==> config.mk <==
export PLATFORM = sky130hd
export DESIGN_NAME = button_click_detector_unit
export DESIGN_NICKNAME = d
export VERILOG_FILES = /design/src/hw/rtl/btn_click_pkg.sv /design/src/hw/rtl/button_click_detector_unit.sv
export SDC_FILE = /design/constraint.sdc
export NUM_CORES = 1
export LEC_CHECK = 0
export BUFFER_PORTS_ARGS = -buffer_cell sky130_fd_sc_hd__buf_2
export CORE_UTILIZATION = 50
export CTS_CLUSTER_SIZE = 10
export DETAILED_ROUTE_END_ITERATION = 16
export GPL_TIMING_DRIVEN = 0
export HOLD_SLACK_MARGIN = 0.15
export PLACE_DENSITY = 0.74
export SLEW_MARGIN = 20
export SYNTH_ARGS = -nofsm -noshare
export SYNTH_HDL_FRONTEND = slang
export SYNTH_SLANG_ARGS = --single-unit
==> constraint.sdc <==
create_clock -name clk -period 4.1 [get_ports clk]
set_input_delay 0 -clock clk [delete_from_list [all_inputs] [get_ports clk]]
set_output_delay 0 -clock clk [all_outputs]
set_load 0.01 [all_outputs]
==> src/hw/rtl/btn_click_pkg.sv <==
// ----------------------------------------------------------------------------
// btn_click_pkg
// Shared types and constants for the button click detector: phase codes,
// click event codes, register indexes and register reset values.
// ----------------------------------------------------------------------------
package btn_click_pkg;

  // detector phases
  typedef enum logic [2:0] {
    PH_IDLE     = 3'd0,
    PH_DOWN     = 3'd1,
    PH_UP       = 3'd2,
    PH_COUNT    = 3'd3,
    PH_PRESS    = 3'd4,
    PH_PRESSEND = 3'd5
  } phase_t;

  // reported click events
  typedef enum logic [1:0] {
    EV_NONE   = 2'd0,
    EV_SINGLE = 2'd1,
    EV_DOUBLE = 2'd2
  } click_event_t;

  // register indexes on the config port
  typedef enum logic [1:0] {
    REG_DEBOUNCE   = 2'd0,
    REG_LONG_PRESS = 2'd1,
    REG_CLICK_GAP  = 2'd2
  } reg_index_t;

  localparam int unsigned CFG_W    = 16;
  localparam int unsigned COUNT_W  = 4;
  localparam int unsigned PADDR_W  = 4;
  localparam int unsigned PDATA_W  = 32;

  localparam logic [CFG_W-1:0] DEBOUNCE_RST   = 16'd50;
  localparam logic [CFG_W-1:0] LONG_PRESS_RST = 16'd800;
  localparam logic [CFG_W-1:0] CLICK_GAP_RST  = 16'd400;

  localparam logic [COUNT_W-1:0] COUNT_MAX = '1;

  // one result beat
  typedef struct packed {
    click_event_t click_event;
    logic         held;
  } result_t;

endpackage

==> src/hw/rtl/button_click_detector_unit.sv <==
// ----------------------------------------------------------------------------
// button_click_detector_unit
// Debounces a sampled button level, counts clicks and reports single and
// double clicks after the click gap; flags the long-press phase.
// ----------------------------------------------------------------------------
// A result beat is registered into the result register, or into the skid
// register while one result waits. Throughput: one tick per cycle unless
// in_stall is high; the phase update is a single pass of compare logic from
// the state registers into the result register. The two-entry output stage
// (result plus skid register) keeps the input side moving while one waits.
// Reset (rst_n low, synchronous): phase idle, timer and click count zero,
// registers back to their defaults, output stage empty.
module button_click_detector_unit
  import btn_click_pkg::*;
#(
  parameter int unsigned TIMER_BITS = 16
) (
  input  logic               clk,
  input  logic               rst_n,
  // input channel
  input  logic               in_valid,
  output logic               in_stall,
  input  logic               in_pressed,
  // result channel
  output logic               out_valid,
  input  logic               out_stall,
  output logic [1:0]         out_click_event,
  output logic               out_held,
  // config port
  input  logic               psel,
  input  logic               penable,
  input  logic               pwrite,
  input  logic [PADDR_W-1:0] paddr,
  input  logic [PDATA_W-1:0] pwdata,
  output logic [PDATA_W-1:0] prdata,
  output logic               pready
);

  localparam int unsigned CMP_W = (TIMER_BITS > CFG_W) ? TIMER_BITS : CFG_W;

  // config registers
  logic [CFG_W-1:0] debounce_r;
  logic [CFG_W-1:0] long_press_r;
  logic [CFG_W-1:0] click_gap_r;

  // detector state
  phase_t              phase_r,   phase_nxt;
  phase_t              prev_r,    prev_nxt;
  logic [TIMER_BITS-1:0] elapsed_r, elapsed_nxt;
  logic [COUNT_W-1:0]  count_r,   count_nxt;

  // output stage
  logic    out_valid_r;
  result_t out_data_r;
  logic    skid_valid_r;
  result_t skid_data_r;
  result_t result;

  logic                  in_beat;
  logic                  out_beat;
  logic                  cfg_wr;
  reg_index_t            cfg_idx;
  logic [TIMER_BITS-1:0] interval;
  logic [CMP_W-1:0]      interval_x;
  logic                  below_debounce;
  logic                  over_long_press;
  logic                  over_click_gap;

  assign pready   = 1'b1;
  assign cfg_idx  = reg_index_t'(paddr[3:2]);
  assign cfg_wr   = psel & penable & pwrite & pready;

  assign in_stall = skid_valid_r;
  assign in_beat  = in_valid & ~skid_valid_r;
  assign out_beat = out_valid_r & ~out_stall;

  // config writes
  always_ff @(posedge clk) begin
    if (!rst_n) begin
      debounce_r   <= DEBOUNCE_RST;
      long_press_r <= LONG_PRESS_RST;
      click_gap_r  <= CLICK_GAP_RST;
    end else if (cfg_wr) begin
      unique case (cfg_idx)
        REG_DEBOUNCE:   debounce_r   <= pwdata[CFG_W-1:0];
        REG_LONG_PRESS: long_press_r <= pwdata[CFG_W-1:0];
        REG_CLICK_GAP:  click_gap_r  <= pwdata[CFG_W-1:0];
        default: ;
      endcase
    end
  end

  // config readback
  always_comb begin
    unique case (cfg_idx)
      REG_DEBOUNCE:   prdata = PDATA_W'(debounce_r);
      REG_LONG_PRESS: prdata = PDATA_W'(long_press_r);
      REG_CLICK_GAP:  prdata = PDATA_W'(click_gap_r);
      default:        prdata = '0;
    endcase
  end

  // saturating tick interval and threshold compares
  assign interval        = (elapsed_r == '1) ? elapsed_r : elapsed_r + 1'b1;
  assign interval_x      = CMP_W'(interval);
  assign below_debounce  = interval_x < CMP_W'(debounce_r);
  assign over_long_press = interval_x > CMP_W'(long_press_r);
  assign over_click_gap  = interval_x > CMP_W'(click_gap_r);

  // next state
  always_comb begin
    phase_nxt   = phase_r;
    prev_nxt    = prev_r;
    elapsed_nxt = interval;
    count_nxt   = count_r;
    unique case (phase_r)
      PH_IDLE: begin
        if (in_pressed) begin
          prev_nxt    = phase_r;
          phase_nxt   = PH_DOWN;
          elapsed_nxt = '0;
          count_nxt   = '0;
        end
      end
      PH_DOWN: begin
        if (!in_pressed && below_debounce) begin
          prev_nxt  = phase_r;
          phase_nxt = prev_r;
        end else if (!in_pressed) begin
          prev_nxt    = phase_r;
          phase_nxt   = PH_UP;
          elapsed_nxt = '0;
        end else if (over_long_press) begin
          prev_nxt  = phase_r;
          phase_nxt = PH_PRESS;
        end
      end
      PH_UP: begin
        if (in_pressed && below_debounce) begin
          prev_nxt  = phase_r;
          phase_nxt = prev_r;
        end else if (!below_debounce) begin
          if (count_r != COUNT_MAX) count_nxt = count_r + 1'b1;
          prev_nxt  = phase_r;
          phase_nxt = PH_COUNT;
        end
      end
      PH_COUNT: begin
        if (in_pressed) begin
          prev_nxt    = phase_r;
          phase_nxt   = PH_DOWN;
          elapsed_nxt = '0;
        end else if (over_click_gap) begin
          phase_nxt   = PH_IDLE;
          prev_nxt    = PH_IDLE;
          elapsed_nxt = '0;
          count_nxt   = '0;
        end
      end
      PH_PRESS: begin
        if (!in_pressed) begin
          prev_nxt    = phase_r;
          phase_nxt   = PH_PRESSEND;
          elapsed_nxt = '0;
        end
      end
      default: begin
        // leaving pressend goes to idle; a bounce keeps the older previous phase
        if (phase_r == PH_PRESSEND && in_pressed && below_debounce)
          prev_nxt = prev_r;
        else
          prev_nxt = phase_r;
        phase_nxt = PH_IDLE;
      end
    endcase
  end

  // result beat
  always_comb begin
    result.click_event = EV_NONE;
    if (phase_r == PH_COUNT && !in_pressed && over_click_gap) begin
      if (count_r == COUNT_W'(1))      result.click_event = EV_SINGLE;
      else if (count_r == COUNT_W'(2)) result.click_event = EV_DOUBLE;
    end
    result.held = (phase_nxt == PH_PRESS);
  end

  // state update per accepted tick
  always_ff @(posedge clk) begin
    if (!rst_n) begin
      phase_r   <= PH_IDLE;
      prev_r    <= PH_IDLE;
      elapsed_r <= '0;
      count_r   <= '0;
    end else if (in_beat) begin
      phase_r   <= phase_nxt;
      prev_r    <= prev_nxt;
      elapsed_r <= elapsed_nxt;
      count_r   <= count_nxt;
    end
  end

  // output stage control
  always_ff @(posedge clk) begin
    if (!rst_n) begin
      out_valid_r  <= 1'b0;
      skid_valid_r <= 1'b0;
    end else if (!out_valid_r || out_beat) begin
      out_valid_r  <= skid_valid_r | in_beat;
      skid_valid_r <= 1'b0;
    end else if (in_beat) begin
      skid_valid_r <= 1'b1;
    end
  end

  // output stage payload
  always_ff @(posedge clk) begin
    if (!out_valid_r || out_beat) begin
      out_data_r <= skid_valid_r ? skid_data_r : result;
    end else if (in_beat) begin
      skid_data_r <= result;
    end
  end

  assign out_valid       = out_valid_r;
  assign out_click_event = out_data_r.click_event;
  assign out_held        = out_data_r.held;

  // skid entry only fills behind a waiting result
  a_skid_behind_out: assert property (@(posedge clk) disable iff (!rst_n)
    skid_valid_r |-> out_valid_r)
    else $error("skid register holds a beat with the result register empty");

  // long-press flag and a click report never share a beat
  a_held_no_event: assert property (@(posedge clk) disable iff (!rst_n)
    (out_valid && out_held) |-> (out_click_event == EV_NONE))
    else $error("click reported in the long-press phase");

  // release from long press sets a time mark
  a_press_release_mark: assert property (@(posedge clk) disable iff (!rst_n)
    (in_beat && phase_r == PH_PRESS && !in_pressed) |=>
      (elapsed_r == '0 && phase_r == PH_PRESSEND))
    else $error("long-press release did not restart the timer");

endmodule

==> impl_metrics.toml <==
[placed_design]
gp_congestion = 0.923
place_area_um2 = 6000
dpl.cell_count = 919
io_buffers = 45
dp_hpwl_mm = 12.1
post-place-ws_ns = -0.643

[power_and_ir_drop]
seq_power_share = 0.483
vdd.ir_drop.worst_uv = 356
p_clk_frac = 0.351
leakagePower_nw = 2.85
p_int_w = 0.00122
switching_power_w = 0.000505
pwr-share-comb = 0.167
p_sw_frac = 0.293
p_per_area_nw_per_um2 = 247

[global_route]
grt_max_degree = 15
track_usage = 0.297
grt_pass1_vias = 5315
antenna_found_initial = 0
gr-total-overflow = 0
grt_pass1_wl_mm = 26.0

[finish]
drive_gt1_frac = 0.212
fin_area_um2 = 6980
area_growth_pct = 26.3
utilization = 0.647
nets = 937
finalNonFillerCells = 986
diodes = 0

[floorplanning]
die_h_um = 107
core_um2 = 10800
start_util = 0.512
ioPinCount = 82
die_w_um = 107
dieArea_um2 = 11500
rows = 38

[critical_path]
r2r_cells = 15
path_class = "register to register"
worstPathRequired_ns = 4.42
crit_arrival_ns = 4.35
start_kind = "register"
critPathMaxFanout = 7
endpoint_kind = "register"

[logic_synthesis]
synth_seq_cells = 82
synth_top_area_cell = "dfxtp_1"
yosys_warnings = 0
syn_inst = 719
synth_commonest_cells = "nand2_1, dfxtp_1, a21oi_1"
yosysUniqueCellTypes = 64
synth-async-reset-ratio = 0
avgSynthCellArea_um2 = 7.69
synth-edff-count = 6
synth_area_um2 = 5530
synth_most_common_cell = "nand2_1"
ys_top_cells_by_area = "dfxtp_1, ha_1, nand2_1"
yosysSeqAreaShare = 0.308
ys.flop_type = "dfxtp_1"
yosysTopAreaCellShare = 0.275

[hold_path]
hp-class = "input port to register"
hold_path_depth = 4

[sta]
slew_viol_final = 0
period_share = 0.984
finClkSkew_ns = 0.00726
max_freq_ghz = 0.248
period_needed_ns = 4.03
hold_ws_ns = 0.189
setup_ws_ns = 0.0651
finalSetupViolations = 0
hold_viol_final = 0
worst_slew_pin_slew_ns = 0.851
maxSlewHeadroom = 0.429

[route]
drtIter0Drc = 420
ant_nets = 0
vias = 5759
routedWlPerCell_um = 17.1
drc_errors = 0
routed_wl_mm = 16.9
drtPass1Iterations = 5
vias_per_cell = 5.84

[clock_network]
h-tree-depth = 3
cts_tree = "done"
clock_sinks = 82
cts_made_buffers = 9
clockBufferDepth = 2
clk_latency_ns = 0.39
clk_pin_slew_ns = 0.09
clock-root-buffer = "clkbuf_8"

[flow_run]
cap_violations = 0

[status]
status = "completed"
-- cells by family after synthesis --
| kind of cell | share of synthesized area |
|---|---|
| simple gates | 0.218 |
| mux | 0.0349 |
| other cells | 0.00136 |
| compound gates | 0.208 |
| fa+ha+maj | 0.115 |
| xor+xnor | 0.0222 |
| flops | 0.308 |
| buf+inv | 0.0921 |
-- timing repair --
| item | CTS | global route |
|---|---|---|
| resized for setup | 10 | 67 |
| hold buffers | 26 | 0 |
| setup endpoints to repair | 32 | 29 |
| gates cloned | 0 | 1 |
| hold endpoints to repair | 55 | 0 |
| setup buffers | 6 | 19 |
| pin swaps | 4 | 21 |
-- worst max-delay path: stages, from the launching register on --
cell,delay [ns]
dfxtp_4,0.37
ha_4,0.18
and3_4,0.19
a2111oi_4,0.38
and3_4,0.27
nand3_4,0.12
xnor2_4,0.17
ha_4,0.27
nand4_1,0.17
buf_4,0.20
a211o_1,0.26
a41o_1,0.27
a31oi_4,0.36
o221ai_4,0.19
or3_4,0.43
a21oi_2,0.13
-- per-stage QoR --
step / power (W) / setup TNS, ns
after CTS: 0.00170 / 0
final: 0.00172 / 0
after detailed placement: 0.00109 / -15.82
after global placement: 0.00109 / -11.74
after floorplan: 0.00102 / 0
after global routing: 0.00179 / -0.113
-- layout by cell type, fill, tap and decap left out, types with 10 or more instances in the layout --
master,instances
a21oi_1,70
ha_1,49
dlygate4sd3_1,26
mux2i_1,16
nand3_1,19
nand4_1,18
o21ai_0,31
o211ai_1,10
dfxtp_1,62
conb_1,17
inv_1,56
clkbuf_1,25
buf_4,42
nor2_1,28
buf_2,46
nand2_1,146
dfxtp_2,12
-- metal layers --
layer  GRT usage  up-vias  part of all wire
met5           0        -                 0
met3      0.0626       58             0.063
met1       0.365     2733              0.43
met2       0.480      234              0.46
met4       0.167        0             0.049
li1            -     2734                 -
-- cell type report --
class / count / area (um2)
Sequential cell: 82 / 1720
Timing Repair Buffer: 97 / 688
Fill cell: 948 / 3810
Buffer: 54 / 324
Clock buffer: 9 / 124
Clock inverter: 6 / 68.8
Multi-Input combinational cell: 541 / 3670
Tap cell: 140 / 175
Inverter: 57 / 214
-- power groups by stage --
stage	Combinational [W]	Sequential [W]	Clock (W)
finish	0.000287	0.000831	0.000604
global route	0.000312	0.000833	0.000641
CTS	0.000265	0.000832	0.000606
detailed placement	0.000243	0.000850	0
global placement	0.000236	0.000850	0
floorplan	0.000167	0.000849	0
-- path summary, 6_finish.rpt --
check / from / end / slack [ns]
min: paddr[2] / debounce_r[6] / 0.19
max reg2reg: elapsed_r[0] / count_r[1] / 0.07
min reg2reg: long_press_r[7] / long_press_r[7] / 0.48
max: elapsed_r[0] / count_r[1] / 0.07
-- sequential cells by signal (all words and copies together), names as in the netlist, 2 cells and up --
name,count
phase_r,3
long_press_r,16
elapsed_r,16
count_r,4
skid_data_r,3
debounce_r,16
prev_r,3
click_gap_r,16
out_click_event,2
Note: power is estimated with default switching activity, not from simulation.
